[src/rtl/scpr_pkg.sv]
// Shared constants and helpers for the second-chance page replacement core.
// No dependencies; imported by the top level.
package scpr_pkg;

	localparam int unsigned MAX_FRAMES_DEF = 16;
	localparam int unsigned PAGE_W         = 32;
	localparam int unsigned CNT_W          = 32;
	localparam int unsigned CFG_W          = 5;
	localparam int unsigned IDX_OUT_W      = 4;
	localparam int unsigned FRAMES_RESET   = 16;

	// clamp the configured frame count to 1..max_frames
	function automatic int unsigned eff_frames(input logic [CFG_W-1:0] v,
			input int unsigned max_frames);
		int unsigned r;
		r = int'(v);
		if (r == 0) begin
			r = 1;
		end else if (r > max_frames) begin
			r = max_frames;
		end
		return r;
	endfunction

endpackage

[src/rtl/second_chance_page_replacement_core.sv]
// Second-chance (clock) page replacement core.
// Depends on scpr_pkg for widths, reset values and the frame count clamp.
//
// Usage:
//   s_tdata[31:0] carries a page number; page zero is taken and dropped.
//   Each nonzero page gives one result item on the m_ side: m_tuser is the
//   hit flag, m_tdata holds the frame, request count and fault count.
//   cfg_we/cfg_wdata write the frame count (1..MAX_FRAMES after clamping);
//   a write empties all frames, zeroes the counts and parks the hand on the
//   last frame. Write it only while the core is idle.
// Timing:
//   One comparator walks the resident frames one per cycle from a page
//   table memory with a registered read; a fault with all frames full then
//   steps the clock hand one frame per cycle over the reference bits.
//   The result is loaded once the walk matches on a hit, once it has passed
//   every valid frame on a fill fault, or once the hand finds a frame with
//   a clear reference bit on a replacing fault. s_tready is low while an
//   item is worked on and rises the cycle after its result is loaded.
// Reset and stall:
//   arst_n empties all frames and sets the frame count to 16 (clamped).
//   A finished result sits in the output register until m_tready; the next
//   item is accepted meanwhile, and its result waits until the register frees.
module second_chance_page_replacement_core
	import scpr_pkg::*;
#(
	parameter int unsigned MAX_FRAMES = MAX_FRAMES_DEF
) (
	input  logic              clk,
	input  logic              arst_n,
	input  logic              cfg_we,
	input  logic [CFG_W-1:0]  cfg_wdata,
	input  logic              s_tvalid,
	output logic              s_tready,
	input  logic [31:0]       s_tdata,   // [31:0] page_number
	output logic              m_tvalid,
	input  logic              m_tready,
	output logic [71:0]       m_tdata,   // [3:0] frame_index, [35:4] request_count,
	                                     // [67:36] miss_count, [71:68] zero
	output logic              m_tuser    // [0] hit
);

	localparam int unsigned FW = (MAX_FRAMES > 1) ? $clog2(MAX_FRAMES) : 1;
	localparam int unsigned CW = $clog2(MAX_FRAMES + 1);
	localparam int unsigned N_RST =
		(FRAMES_RESET > MAX_FRAMES) ? MAX_FRAMES : FRAMES_RESET;

	typedef enum logic [3:0] {
		ST_IDLE = 4'b0001,
		ST_LOOK = 4'b0010,
		ST_SCAN = 4'b0100,
		ST_DONE = 4'b1000
	} state_t;

	state_t                 state_q;
	logic [CFG_W-1:0]       cfg_q;
	logic [PAGE_W-1:0]      page_q;
	logic [CW-1:0]          fill_q;
	logic [FW-1:0]          hand_q;
	logic [MAX_FRAMES-1:0]  ref_q;
	logic [CNT_W-1:0]       req_cnt_q;
	logic [CNT_W-1:0]       miss_cnt_q;
	logic [CW-1:0]          rd_idx_q;
	logic                   cmp_vld_q;
	logic [FW-1:0]          cmp_idx_q;
	logic [PAGE_W-1:0]      rd_data_q;
	logic [FW-1:0]          scan_q;
	logic                   hit_q;
	logic [FW-1:0]          frame_q;
	logic                   out_vld_q;
	logic                   out_hit_q;
	logic [IDX_OUT_W-1:0]   out_frame_q;
	logic [CNT_W-1:0]       out_req_q;
	logic [CNT_W-1:0]       out_miss_q;

	logic [PAGE_W-1:0]      mem [MAX_FRAMES];

	logic [CW-1:0]          n_frames;
	logic                   match;
	logic                   rd_more;
	logic                   out_free;
	logic                   out_load;
	logic [FW-1:0]          hand_next;
	logic [FW-1:0]          scan_next;
	logic                   mem_we;

	assign n_frames  = CW'(eff_frames(cfg_q, MAX_FRAMES));
	assign match     = cmp_vld_q && (rd_data_q == page_q);
	assign rd_more   = rd_idx_q < fill_q;
	assign out_free  = !out_vld_q || m_tready;
	assign out_load  = (state_q == ST_DONE) && out_free;
	assign hand_next = ((CW'(hand_q) + CW'(1)) >= n_frames) ? '0 : hand_q + FW'(1);
	assign scan_next = ((CW'(scan_q) + CW'(1)) >= n_frames) ? '0 : scan_q + FW'(1);
	assign mem_we    = out_load && !hit_q;

	assign s_tready = (state_q == ST_IDLE);
	assign m_tvalid = out_vld_q;
	assign m_tuser  = out_hit_q;
	assign m_tdata  = {4'b0000, out_miss_q, out_req_q, out_frame_q};

	// page table memory: one write, one registered read
	always_ff @(posedge clk) begin
		if (mem_we) begin
			mem[frame_q] <= page_q;
		end
		rd_data_q <= mem[rd_idx_q[FW-1:0]];
	end

	always_ff @(posedge clk or negedge arst_n) begin
		if (!arst_n) begin
			state_q     <= ST_IDLE;
			cfg_q       <= CFG_W'(FRAMES_RESET);
			fill_q      <= '0;
			hand_q      <= FW'(N_RST - 1);
			ref_q       <= '0;
			req_cnt_q   <= '0;
			miss_cnt_q  <= '0;
			rd_idx_q    <= '0;
			cmp_vld_q   <= 1'b0;
			out_vld_q   <= 1'b0;
		end else begin
			if (m_tready && !out_load) begin
				out_vld_q <= 1'b0;
			end
			unique case (state_q)
				ST_IDLE: begin
					if (cfg_we) begin
						cfg_q      <= cfg_wdata;
						fill_q     <= '0;
						hand_q     <= FW'(eff_frames(cfg_wdata, MAX_FRAMES) - 1);
						ref_q      <= '0;
						req_cnt_q  <= '0;
						miss_cnt_q <= '0;
					end else if (s_tvalid && (s_tdata != '0)) begin
						page_q    <= s_tdata;
						req_cnt_q <= (req_cnt_q == '1) ? req_cnt_q : req_cnt_q + CNT_W'(1);
						rd_idx_q  <= '0;
						cmp_vld_q <= 1'b0;
						state_q   <= ST_LOOK;
					end
				end
				ST_LOOK: begin
					cmp_idx_q <= rd_idx_q[FW-1:0];
					cmp_vld_q <= rd_more && !match;
					if (rd_more) begin
						rd_idx_q <= rd_idx_q + CW'(1);
					end
					priority if (match) begin
						hit_q   <= 1'b1;
						frame_q <= cmp_idx_q;
						state_q <= ST_DONE;
					end else if (!cmp_vld_q && !rd_more) begin
						hit_q      <= 1'b0;
						miss_cnt_q <= (miss_cnt_q == '1) ? miss_cnt_q
							: miss_cnt_q + CNT_W'(1);
						if (fill_q < n_frames) begin
							frame_q <= fill_q[FW-1:0];
							fill_q  <= fill_q + CW'(1);
							state_q <= ST_DONE;
						end else begin
							scan_q  <= hand_next;
							state_q <= ST_SCAN;
						end
					end else begin
					end
				end
				ST_SCAN: begin
					if (ref_q[scan_q]) begin
						ref_q[scan_q] <= 1'b0;
						scan_q        <= scan_next;
					end else begin
						hand_q  <= scan_q;
						frame_q <= scan_q;
						state_q <= ST_DONE;
					end
				end
				ST_DONE: begin
					if (out_free) begin
						ref_q[frame_q] <= hit_q;
						out_vld_q      <= 1'b1;
						out_hit_q      <= hit_q;
						out_frame_q    <= IDX_OUT_W'(frame_q);
						out_req_q      <= req_cnt_q;
						out_miss_q     <= miss_cnt_q;
						state_q        <= ST_IDLE;
					end
				end
				default: begin
					state_q <= ST_IDLE;
				end
			endcase
		end
	end

endmodule
[config.mk]
export PLATFORM = sky130hd
export DESIGN_NAME = second_chance_page_replacement_core
export DESIGN_NICKNAME = d
export VERILOG_FILES = /design/src/rtl/scpr_pkg.sv /design/src/rtl/second_chance_page_replacement_core.sv
export SDC_FILE = /design/constraint.sdc
export NUM_CORES = 1
export LEC_CHECK = 0
export ABC_AREA = 1
export BUFFER_PORTS_ARGS = -buffer_cell sky130_fd_sc_hd__buf_2
export CAP_MARGIN = 20
export CORE_ASPECT_RATIO = 1.2
export CORE_MARGIN = 3
export CORE_UTILIZATION = 50
export DETAILED_ROUTE_END_ITERATION = 10
export PLACE_DENSITY = 0.67
export SLEW_MARGIN = 20
export SYNTH_ARGS = -nofsm -noshare
export SYNTH_HDL_FRONTEND = slang
export SYNTH_SLANG_ARGS = --single-unit
[constraint.sdc]
create_clock -name clk -period 10.1 [get_ports clk]
set_clock_uncertainty 0.2 [all_clocks]
set_input_delay 1.01 -clock clk [delete_from_list [all_inputs] [get_ports clk]]
set_output_delay 1.01 -clock clk [all_outputs]
set_load 0.1 [all_outputs]
==> impl_metrics.yaml <==
final_layout:
  antenna_cells: 0
  layout_common_cells: "edfxtp_1, nand2_1, nor2_1"
  multiInputGateArea_sq_um: 9390
  fin_nets: 3046
  drive_gt1_share_pct: 10.27
  fillCellCount: 5185
  regArea_sq_um: 22080
  final_common_cell: "edfxtp_1"
  area_delta_synth_final_pct: 12.21
  fin_util_pct: 57.24
clocking:
  cts_buffers: 75
  cts_buffer_depth: 3
  cts_resized: 0
  clock_tree.root_cell: "clkbuf_16"
  cts_setup_buffers: 0
  hold_buffers: 0
  cts_htree_levels: 3
  cts_tree: "done"
  path_clk_slew_ns: 0.07
  insertion_delay_ns: 0.63
  numClockSinks: 763
worst_setup_path:
  cp_data_arrival_time_ns: 3.84
  critical_path.startpoint_type: "register"
  crit_required_ns: 10.47
  crit_type: "register to register"
  crit_fanout: 78
  worstSetupEndpointType: "register"
global_route:
  grt_pass1_wl_microns: 122700
  antenna_found_initial: 0
  grt_start_max_net_pins: 103
  gr-total-overflow: 0
  grt_usage_pct: 23.24
  grt_pass1_vias: 21610
place:
  dp.final_hpwl_microns: 46280
  gp_congestion: 0.9035
  portBuffers: 112
die:
  rows: 101
  ioPinCount: 117
  start_util_pct: 51.01
  die_w_microns: 238.9
  core_area_sq_um: 63820
  dieHeight_microns: 285.5
  dieArea_sq_um: 68220
synth:
  synth_edf_count: 626
  yosysTopAreaCell: "edfxtp_1"
  ys.warnings.count: 0
  syn_avg_cell_area_sq_um: 11.30
  synth_top_cell_area_share_pct: 57.74
  synthCells: 2882
  synthTopCellsByArea: "edfxtp_1, dfrtp_1, nand2_1"
  netlist_area_sq_um: 32560
  synthArstFlopShare_pct: 13.76
  synthFlopType: "edfxtp_1"
  yosysUniqueCellTypes: 51
  synth_seq_area_share_pct: 67.80
  ys_ff_latch: 763
detailed_routing:
  drt_iter0_markers: 2186
  drcViolationCount: 0
  drtAntennaViolNets: 0
  vias: 22320
  vias_per_cell: 5.777
  dr.pass1.iters: 6
  wl_per_cell_microns: 20.74
  routed_wl_microns: 80100
sta:
  fin_tns_setup_ns: 0
  post-route-min-period_ns: 3.468
  max_freq_ghz: 0.2883
  hold_violations: 0
  slew_headroom_pct: 32.32
  tightest_slew_ns: 1.015
  setup_violations: 0
  min_period_over_period_pct: 34.34
  slew_violations: 0
  rsz0062_at_grt: "false"
pwr:
  peakVddDrop_v: 0.0001605
  leakagePower_nw: 13.12
  powerDensity_nw_per_um2: 230.7
run_status:
  status: "finished, final reports clean"
hold_path:
  hold_class: "input pin to asynchronous set/reset pin"
flow_run:
  cap_violations: 0
## synth_stat cells (6+ instances only)
cell type and count:
edfxtp_1 626, nand2_1 533, nor2_1 496, o21ai_0 204, inv_1 163, nand3_1 122
dfrtp_1 99, clkbuf_1 85, o32ai_1 83, mux2i_1 52, o221ai_1 52, xor2_1 44
nor3_1 38, nand4_1 34, dfxtp_1 32, a21oi_1 31, buf_2 30, ha_1 28
xnor2_1 20, o211ai_1 14, o21ai_1 12, inv_2 9, o22ai_1 8, buf_1 6
buf_4 6, dfstp_2 6, or2_2 6
## power by group
group / switching, mW / internal, mW / leakage [nW] / total (mW)
sequential: 0.215 / 3.59 / 7.31 / 3.80
clock: 1.19 / 1.70 / 1.24 / 2.89
combinational: 1.25 / 0.485 / 4.56 / 1.73
total: 2.65 / 5.78 / 13.1 / 8.43
## metal layers
layer	track usage (%)	vias up	part of all wire, %
met4	8.424	0	3.0
li1	-	10350	-
met1	30.83	10880	41
met2	39.41	916	49
met3	3.047	163	6.7
met5	0	-	0
## through the flow
stage	instance area (sq um)	setup WS (ns)	hold WS, ns	total power [mW]	std cells
after global placement	33970	6.356	0.2721	5.535	3723
after detailed placement	33970	6.207	0.2809	5.588	3723
after global routing	36530	6.439	0.2488	8.818	3863
after floorplan	32570	3.540	0.2531	5.157	2885
after CTS	36530	6.664	0.2124	8.481	3863
final	36530	6.632	0.1986	8.429	3863
## worst max-delay path, stage by stage (launching register included)
cell and delay (ns):
dfrtp_4 0.92, buf_4 0.65, buf_4 0.83, o21ai_0 0.22, o221ai_1 0.26, o211ai_1 0.13, nand3_1 0.10
## registers in the layout (all words and copies together) (netlist names)
name	count
state_q	4
rd_data_q	32
rd_idx_q	5
out_frame_q	4
out_miss_q	32
m_tuser	1
scan_q	4
cfg_q	5
hand_q	4
hit_q	1
m_tvalid	1
frame_q	4
cmp_idx_q	4
page_q	32
cmp_vld_q	1
out_req_q	32
miss_cnt_q	32
mem	512
ref_q	16
req_cnt_q	32
fill_q	5
## logic make-up (layout without fill, tap and decap cells)
family | Yosys count | after routing | share of synthesized area (%)
AOI/OAI and AO/OA | 419 | 419 | 8.282
xor gates and xnor gates | 64 | 64 | 1.722
adders and majority gates | 28 | 28 | 1.076
buffers and inverters | 304 | 458 | 3.797
DFF | 763 | 763 | 67.80
muxes | 52 | 52 | 1.599
other | 1 | 4 | 0.01152
and+or+nand+nor | 1251 | 1251 | 15.71
## area by class of cell
cell class / count / share of cell area [%]
clock buffers: 103 / 5.621
clock inverters: 37 / 1.377
inverters: 173 / 1.805
multi-input cells: 1818 / 25.71
flip-flops and latches: 763 / 60.45
well taps: 824 / 2.822
repair buffers: 145 / 2.219
## path summary, 6_finish.rpt
check	startpoint	to	slack, ns	cells after the start
setup / recovery	rd_idx_q[0]$_DFFE_PN0P_	rd_data_q[19]$_DFF_P_	6.63	6
hold / removal	arst_n	miss_cnt_q[16]$_DFFE_PN0P_	0.20	1
setup reg to reg	rd_idx_q[0]$_DFFE_PN0P_	rd_data_q[19]$_DFF_P_	6.63	6
hold reg to reg	hand_q[2]$_DFFE_PN1P_	hand_q[2]$_DFFE_PN1P_	0.29	2
max in group asynchronous	arst_n	req_cnt_q[13]$_DFFE_PN0P_	8.20	2
min in group clk	hand_q[2]$_DFFE_PN1P_	hand_q[2]$_DFFE_PN1P_	0.29	2
Note: power is estimated with default switching activity, not from simulation.
